**src/assert_macros.svh**
```systemverilog
// Assertion macros used by the top-level RTL file.
`ifndef ASSERT_MACROS_SVH
`define ASSERT_MACROS_SVH

// Same-cycle implication, disabled while reset is asserted.
`define ASSERT_IMPLIES(lbl, clk, rst_n, ante, cons) \
    lbl: assert property (@(posedge clk) disable iff (!rst_n) (ante) |-> (cons)) \
        else $error("same-cycle implication failed");

// Next-cycle implication, disabled while reset is asserted.
`define ASSERT_NEXT(lbl, clk, rst_n, ante, cons) \
    lbl: assert property (@(posedge clk) disable iff (!rst_n) (ante) |=> (cons)) \
        else $error("next-cycle implication failed");

`endif

```
**src/ncc_pkg.sv**
```systemverilog
// Package with constants and types of the NCC stereo disparity block.
`default_nettype none
package ncc_pkg;

    localparam int MAX_WIDTH  = 1024;
    localparam int MAX_HEIGHT = 1024;
    localparam int MAX_DISP   = 128;
    localparam int MAX_BLOCK  = 15;

    localparam int COL_W    = $clog2(MAX_WIDTH);
    localparam int ROW_W    = $clog2(MAX_HEIGHT);
    localparam int SLOT_W   = $clog2(MAX_BLOCK);
    localparam int ADDR_W   = SLOT_W + COL_W;
    localparam int MEM_DEPTH = MAX_BLOCK * MAX_WIDTH;
    localparam int DISP_W   = 7;
    localparam int PIX_W    = 8;

    localparam int CFG_WIDTH_W  = 11;
    localparam int CFG_RADIUS_W = 3;
    localparam int CFG_COUNT_W  = 8;
    localparam int CFG_DATA_W   = 11;
    localparam int CFG_IDX_W    = 2;

    localparam int SUM_W   = 16;
    localparam int SUMSQ_W = 24;
    localparam int N_W     = 8;

    typedef enum logic [CFG_IDX_W-1:0] {
        CFG_IMAGE_WIDTH     = 2'd0,
        CFG_BLOCK_RADIUS    = 2'd1,
        CFG_DISPARITY_COUNT = 2'd2,
        CFG_UNUSED          = 2'd3
    } t_cfg_idx;

    typedef struct packed {
        logic               start;
        logic               first;
        logic [DISP_W-1:0]  disp;
        logic [N_W-1:0]     n;
        logic [SUM_W-1:0]   sum_l;
        logic [SUMSQ_W-1:0] sum_ll;
        logic [SUM_W-1:0]   sum_r;
        logic [SUMSQ_W-1:0] sum_rr;
        logic [SUMSQ_W-1:0] sum_lr;
    } t_score_req;

    typedef struct packed {
        logic              busy;
        logic [DISP_W-1:0] best_d;
    } t_score_rsp;

endpackage
`default_nettype wire

```
**src/ncc_score.sv**
```systemverilog
// Score unit: one shared 32x32 multiplier sequenced over the NCC terms and compare.
`default_nettype none
module ncc_score (
    input  wire logic              i_clk,
    input  wire logic              i_rst_n,
    input  wire ncc_pkg::t_score_req i_req,
    output ncc_pkg::t_score_rsp    o_rsp
);
    import ncc_pkg::*;

    typedef enum logic [3:0] {
        ST_NLL, ST_LL, ST_NRR, ST_RR, ST_NLR, ST_LR, ST_SQ,
        ST_P1L, ST_P1H, ST_P2L, ST_P2H, ST_CMP
    } t_step;

    typedef enum logic [1:0] {
        SG_NEG  = 2'd0,
        SG_ZERO = 2'd1,
        SG_POS  = 2'd2
    } t_sign;

    t_step              r_step;
    logic               r_busy;
    logic               r_phase;
    logic               r_first;
    logic [DISP_W-1:0]  r_disp;
    logic [N_W-1:0]     r_n;
    logic [SUM_W-1:0]   r_sl;
    logic [SUMSQ_W-1:0] r_sll;
    logic [SUM_W-1:0]   r_sr;
    logic [SUMSQ_W-1:0] r_srr;
    logic [SUMSQ_W-1:0] r_slr;
    logic [63:0]        r_prod;
    logic [63:0]        r_p0;
    logic               r_azero;
    logic [31:0]        r_b;
    logic               r_neg;
    logic [31:0]        r_mag;
    logic [63:0]        r_sq;
    logic [95:0]        r_p1;
    logic [95:0]        r_p2;
    logic [63:0]        r_best_sq;
    logic [31:0]        r_best_b;
    t_sign              r_best_sign;
    logic [DISP_W-1:0]  r_best_d;

    logic [31:0] w_op_x;
    logic [31:0] w_op_y;
    t_sign       w_sign;
    logic        w_gt;

    always_comb begin
        w_op_x = '0;
        w_op_y = '0;
        case (r_step)
            ST_NLL: begin w_op_x = 32'(r_n);  w_op_y = 32'(r_sll); end
            ST_LL:  begin w_op_x = 32'(r_sl); w_op_y = 32'(r_sl);  end
            ST_NRR: begin w_op_x = 32'(r_n);  w_op_y = 32'(r_srr); end
            ST_RR:  begin w_op_x = 32'(r_sr); w_op_y = 32'(r_sr);  end
            ST_NLR: begin w_op_x = 32'(r_n);  w_op_y = 32'(r_slr); end
            ST_LR:  begin w_op_x = 32'(r_sl); w_op_y = 32'(r_sr);  end
            ST_SQ:  begin w_op_x = r_mag;     w_op_y = r_mag;      end
            ST_P1L: begin w_op_x = r_sq[31:0];  w_op_y = r_best_b; end
            ST_P1H: begin w_op_x = r_sq[63:32]; w_op_y = r_best_b; end
            ST_P2L: begin w_op_x = r_best_sq[31:0];  w_op_y = r_b; end
            ST_P2H: begin w_op_x = r_best_sq[63:32]; w_op_y = r_b; end
            default: begin w_op_x = '0; w_op_y = '0; end
        endcase
    end

    // A zero right-side variance makes the score zero.
    always_comb begin
        if (r_b == '0) begin
            w_sign = SG_ZERO;
        end else if (r_neg) begin
            w_sign = SG_NEG;
        end else if (r_mag == '0) begin
            w_sign = SG_ZERO;
        end else begin
            w_sign = SG_POS;
        end
    end

    // The left variance is common to all disparities, so it drops out of the
    // cross products; a zero left variance makes every score zero.
    always_comb begin
        if (r_azero) begin
            w_gt = 1'b0;
        end else if (w_sign != r_best_sign) begin
            w_gt = (w_sign > r_best_sign);
        end else if (w_sign == SG_ZERO) begin
            w_gt = 1'b0;
        end else if (w_sign == SG_POS) begin
            w_gt = (r_p1 > r_p2);
        end else begin
            w_gt = (r_p1 < r_p2);
        end
    end

    always_ff @(posedge i_clk) begin
        if (!i_rst_n) begin
            r_busy   <= 1'b0;
            r_phase  <= 1'b0;
            r_step   <= ST_NLL;
            r_best_d <= '0;
        end else if (!r_busy) begin
            if (i_req.start) begin
                r_busy  <= 1'b1;
                r_phase <= 1'b0;
                r_first <= i_req.first;
                r_disp  <= i_req.disp;
                r_n     <= i_req.n;
                r_sl    <= i_req.sum_l;
                r_sll   <= i_req.sum_ll;
                r_sr    <= i_req.sum_r;
                r_srr   <= i_req.sum_rr;
                r_slr   <= i_req.sum_lr;
                r_step  <= i_req.first ? ST_NLL : ST_NRR;
            end
        end else if (r_step == ST_CMP) begin
            if (w_gt) begin
                r_best_d    <= r_disp;
                r_best_sq   <= r_sq;
                r_best_b    <= r_b;
                r_best_sign <= w_sign;
            end
            r_busy <= 1'b0;
        end else if (!r_phase) begin
            r_prod  <= w_op_x * w_op_y;
            r_phase <= 1'b1;
        end else begin
            r_phase <= 1'b0;
            case (r_step)
                ST_NLL: begin
                    r_p0   <= r_prod;
                    r_step <= ST_LL;
                end
                ST_LL: begin
                    r_azero <= (r_p0 == r_prod);
                    r_step  <= ST_NRR;
                end
                ST_NRR: begin
                    r_p0   <= r_prod;
                    r_step <= ST_RR;
                end
                ST_RR: begin
                    r_b    <= 32'(r_p0 - r_prod);
                    r_step <= ST_NLR;
                end
                ST_NLR: begin
                    r_p0   <= r_prod;
                    r_step <= ST_LR;
                end
                ST_LR: begin
                    if (r_p0 >= r_prod) begin
                        r_neg <= 1'b0;
                        r_mag <= 32'(r_p0 - r_prod);
                    end else begin
                        r_neg <= 1'b1;
                        r_mag <= 32'(r_prod - r_p0);
                    end
                    r_step <= ST_SQ;
                end
                ST_SQ: begin
                    r_sq <= r_prod;
                    if (r_first) begin
                        // Disparity zero is always the first best.
                        r_best_d    <= r_disp;
                        r_best_sq   <= r_prod;
                        r_best_b    <= r_b;
                        r_best_sign <= w_sign;
                        r_busy      <= 1'b0;
                    end else begin
                        r_step <= ST_P1L;
                    end
                end
                ST_P1L: begin
                    r_p1   <= {32'b0, r_prod};
                    r_step <= ST_P1H;
                end
                ST_P1H: begin
                    r_p1   <= r_p1 + {r_prod, 32'b0};
                    r_step <= ST_P2L;
                end
                ST_P2L: begin
                    r_p2   <= {32'b0, r_prod};
                    r_step <= ST_P2H;
                end
                ST_P2H: begin
                    r_p2   <= r_p2 + {r_prod, 32'b0};
                    r_step <= ST_CMP;
                end
                default: begin
                    r_step <= ST_CMP;
                end
            endcase
        end
    end

    assign o_rsp.busy   = r_busy;
    assign o_rsp.best_d = r_best_d;
endmodule
`default_nettype wire

```
**config.mk**
```make
export PLATFORM = sky130hd
export DESIGN_NAME = ncc_score
export DESIGN_NICKNAME = d
export VERILOG_FILES = /design/src/assert_macros.svh /design/src/ncc_pkg.sv /design/src/ncc_score.sv
export SDC_FILE = /design/constraint.sdc
export NUM_CORES = 2
export LEC_CHECK = 0
export ABC_AREA = 1
export BUFFER_PORTS_ARGS = -buffer_cell sky130_fd_sc_hd__clkbuf_2
export CORE_MARGIN = 2
export CORE_UTILIZATION = 66
export DETAILED_ROUTE_END_ITERATION = 8
export HOLD_SLACK_MARGIN = 0.03
export PLACE_DENSITY = 0.79
export SLEW_MARGIN = 20
export SYNTH_ARGS = -nofsm -noshare
export SYNTH_HDL_FRONTEND = slang
export SYNTH_SLANG_ARGS = --single-unit
```
**constraint.sdc**
```tcl
create_clock -name i_clk -period 11.2 [get_ports i_clk]
set_input_delay 0.56 -clock i_clk [delete_from_list [all_inputs] [get_ports i_clk]]
set_output_delay 0.56 -clock i_clk [all_outputs]
set_load 0.01 [all_outputs]
```
==> impl_metrics.tcl <==
set metrics [dict create \
    place_area_mm2 0.0771 \
    die_w_um 340 \
    crit_required_ps 11600 \
    grt_pass1_wl_um 392000 \
    power.density_mw_per_mm2 164 \
    status "complete, no violations" \
    synthTopCellsByArea "edfxtp_1 27%, fa_1 24%, ha_1 9.8%, inv_1 9.3%, nand2_1 7.8%" \
    wl_per_cell_um 25.6 \
    cts_sinks 681 \
    yosysUniqueCellTypes 63 \
    start_util 0.664 \
    synth_ff_type "edfxtp_1" \
    cts_buffers 68 \
    worst_slack_ps 986 \
    syn-cell-area_mm2 0.0746 \
    area_growth_pct 6.38 \
    clkTransAtPathRegs_ps 70 \
    ioPinCount 131 \
    rows 123 \
    final-setup-viol-count 0 \
    synth.most_common_cell "inv_1" \
    finalMaxSlewViolations 0 \
    endpoint_kind "flop" \
    num_vias 63200 \
    max_freq_mhz 97.9 \
    dieArea_mm2 0.116 \
    vias_per_cell 6.13 \
    portBuffers 130 \
    period_minus_slack_ps 10210 \
    cap_violations 0 \
    crit_path_start_kind "flop" \
    grt_use_total 0.459 \
    fin_nets 10300 \
    grt_max_degree 125 \
    critPathMaxStageDelay_ps 670 \
    critPathArrivalTime_ps 10610 \
    ir_drop_uv 229 \
    core_mm2 0.112 \
    cts-resized-gates 0 \
    hold_class "input pin to flop" \
    critPathMostFrequentCell "fa_1" \
    relSlewSlack 0.174 \
    p_leak_nw 38.3 \
    seq_area_frac_synth 0.272 \
    fin_crit_sh 0.912 \
    die_h_um 340 \
    holdWs_ps 68.9 \
    post_cts_buffers 0 \
    synthCells 8650 \
    syn_nets 10300 \
    worst_pin_slew_ps 1240 \
    synth-edff-count 668 \
    cts_hold_buffers 0 \
    ant_nets 0 \
    place.gp.congestion 1.04 \
    hold_viol 0 \
    dp_slack_ps 1250 \
    ys_seq_elements 681 \
    clk_latency_ps 670 \
    stdcell_area_mm2 0.0793 \
    cts-root-buf "clkbuf_16" \
    grt_setup_unrepaired "false" \
    clockBufferDepth 3 \
    drtPass1Iterations 7 \
    grt_pass1_vias 63500 \
    drcViolationCount 0 \
    wl_um 263000 \
    cp_slowest_cell "inv_1" \
    drive_gt1_frac 0.0564 \
    fill_cells 8681 \
    fin_tns_setup_ps 0 \
    antenna_found_initial 11 \
    overflow 0 \
    htreeDepth 3 \
    synthTopCellsByCount "1852 x inv_1, 1545 x nand2_1, 1023 x nor2_1" \
    dpl.hpwl_um 210000 \
    worst-setup-path-type "flop to flop" \
    synth_area_leader_cell "edfxtp_1" \
    synth_warnings 0 \
    drt_iter0_drc 8234 \
    synth_top_area_frac 0.269 \
    skew_ps 30.2 \
    syn-mean-instance-area_um2 8.62 \
    async_reset_ff_frac 0 \
    path_max_fanout 21 \
    cts_tree "done" \
]
[routing by layer]
| metal | global-route usage | routed length (µm) | vias to the layer above |
|---|---|---|---|
| met2 | 0.671 | 111000 | 4423 |
| met4 | 0.262 | 19300 | 12 |
| met1 | 0.605 | 95600 | 30500 |
| li1 | - | - | 27300 |
| met5 | 0 | 81 | - |
| met3 | 0.148 | 37400 | 956 |
[cells in the final DEF, fill, tap and decap left out, types with 43 or more instances in the layout]
cell       instances
inv_1           1852
nand2_1         1544
nor2_1          1013
fa_1             900
edfxtp_1         668
ha_1             582
a21oi_1          499
o21ai_0          416
nand3_1          147
buf_4            137
clkbuf_2         130
xor2_1           121
clkbuf_16         69
o21a_1            52
xnor2_1           52
nor3_1            47
inv_2             45
a31oi_1           43
[cells by family (layout without fill, tap and decap cells)]
kind of cell    after synthesis  in the layout  share of synthesized area
buf+inv                    2162           2299                      0.113
flops                       681            681                      0.272
fa+ha+maj                  1482           1482                      0.339
compound gates             1250           1250                     0.0968
other cells                   0             17                          0
xor+xnor                    173            173                     0.0203
simple gates               2902           2902                      0.159
[final cells by class]
type | instances | area [µm²] | area share
multi-input cells | 5807 | 46000 | 0.580
flip-flops and latches | 681 | 20300 | 0.256
inverters | 1909 | 7170 | 0.0904
well taps | 1500 | 1880 | 0.0237
clock buffers | 81 | 1770 | 0.0223
repair buffers | 269 | 1730 | 0.0218
clock inverters | 40 | 443 | 0.00558
diodes | 17 | 42.5 | 0.000536
[sequential cells by signal, summed over array words and instances (netlist names), 8 cells and up]
signal / count
r_b: 32
r_n: 8
r_sll: 24
r_best_sq: 64
r_sq: 64
r_srr: 24
r_p2: 96
r_mag: 32
r_sl: 16
r_prod: 64
r_sr: 16
r_p0: 64
r_best_b: 32
r_slr: 24
r_p1: 96
[worst max-delay path, delay by kind of cell (launching register included)]
| kind | cells | cell delay [ps] |
|---|---|---|
| and+or+nand+nor | 9 | 1250 |
| DFF | 1 | 470 |
| xor gates and xnor gates | 1 | 180 |
| adders and majority gates | 9 | 4440 |
| buffers and inverters | 13 | 2280 |
| AOI/OAI and AO/OA | 5 | 1280 |
[through the flow]
step / instances / power, W / utilization
5_1_grt: 10300 / 0.0136 / 0.706
2_1_floorplan: 8650 / 0.00776 / -
6_report: 10300 / 0.0130 / 0.706
3_5_place_dp: 10200 / 0.0103 / 0.686
3_3_place_gp: 10200 / 0.0103 / 0.686
4_1_cts: 10300 / 0.0127 / 0.706
[where the power goes]
group          switching [W]  total, W  internal [W]  leakage, nW
Clock                0.00109   0.00238       0.00129         1.08
Sequential          0.000216   0.00337       0.00315         6.30
Combinational        0.00490   0.00722       0.00232         30.9
[path summary, 6_finish.rpt]
kind,startpoint,slack [ps],depth (start not counted),end
setup / recovery,r_step[2],990,37,r_prod[49]
setup reg to reg,r_step[2],990,37,r_prod[49]
hold reg to reg,r_b[19],460,0,r_best_b[19]
hold / removal,i_req[18],70,1,r_slr[18]
Power figures use the tool's default switching activity.
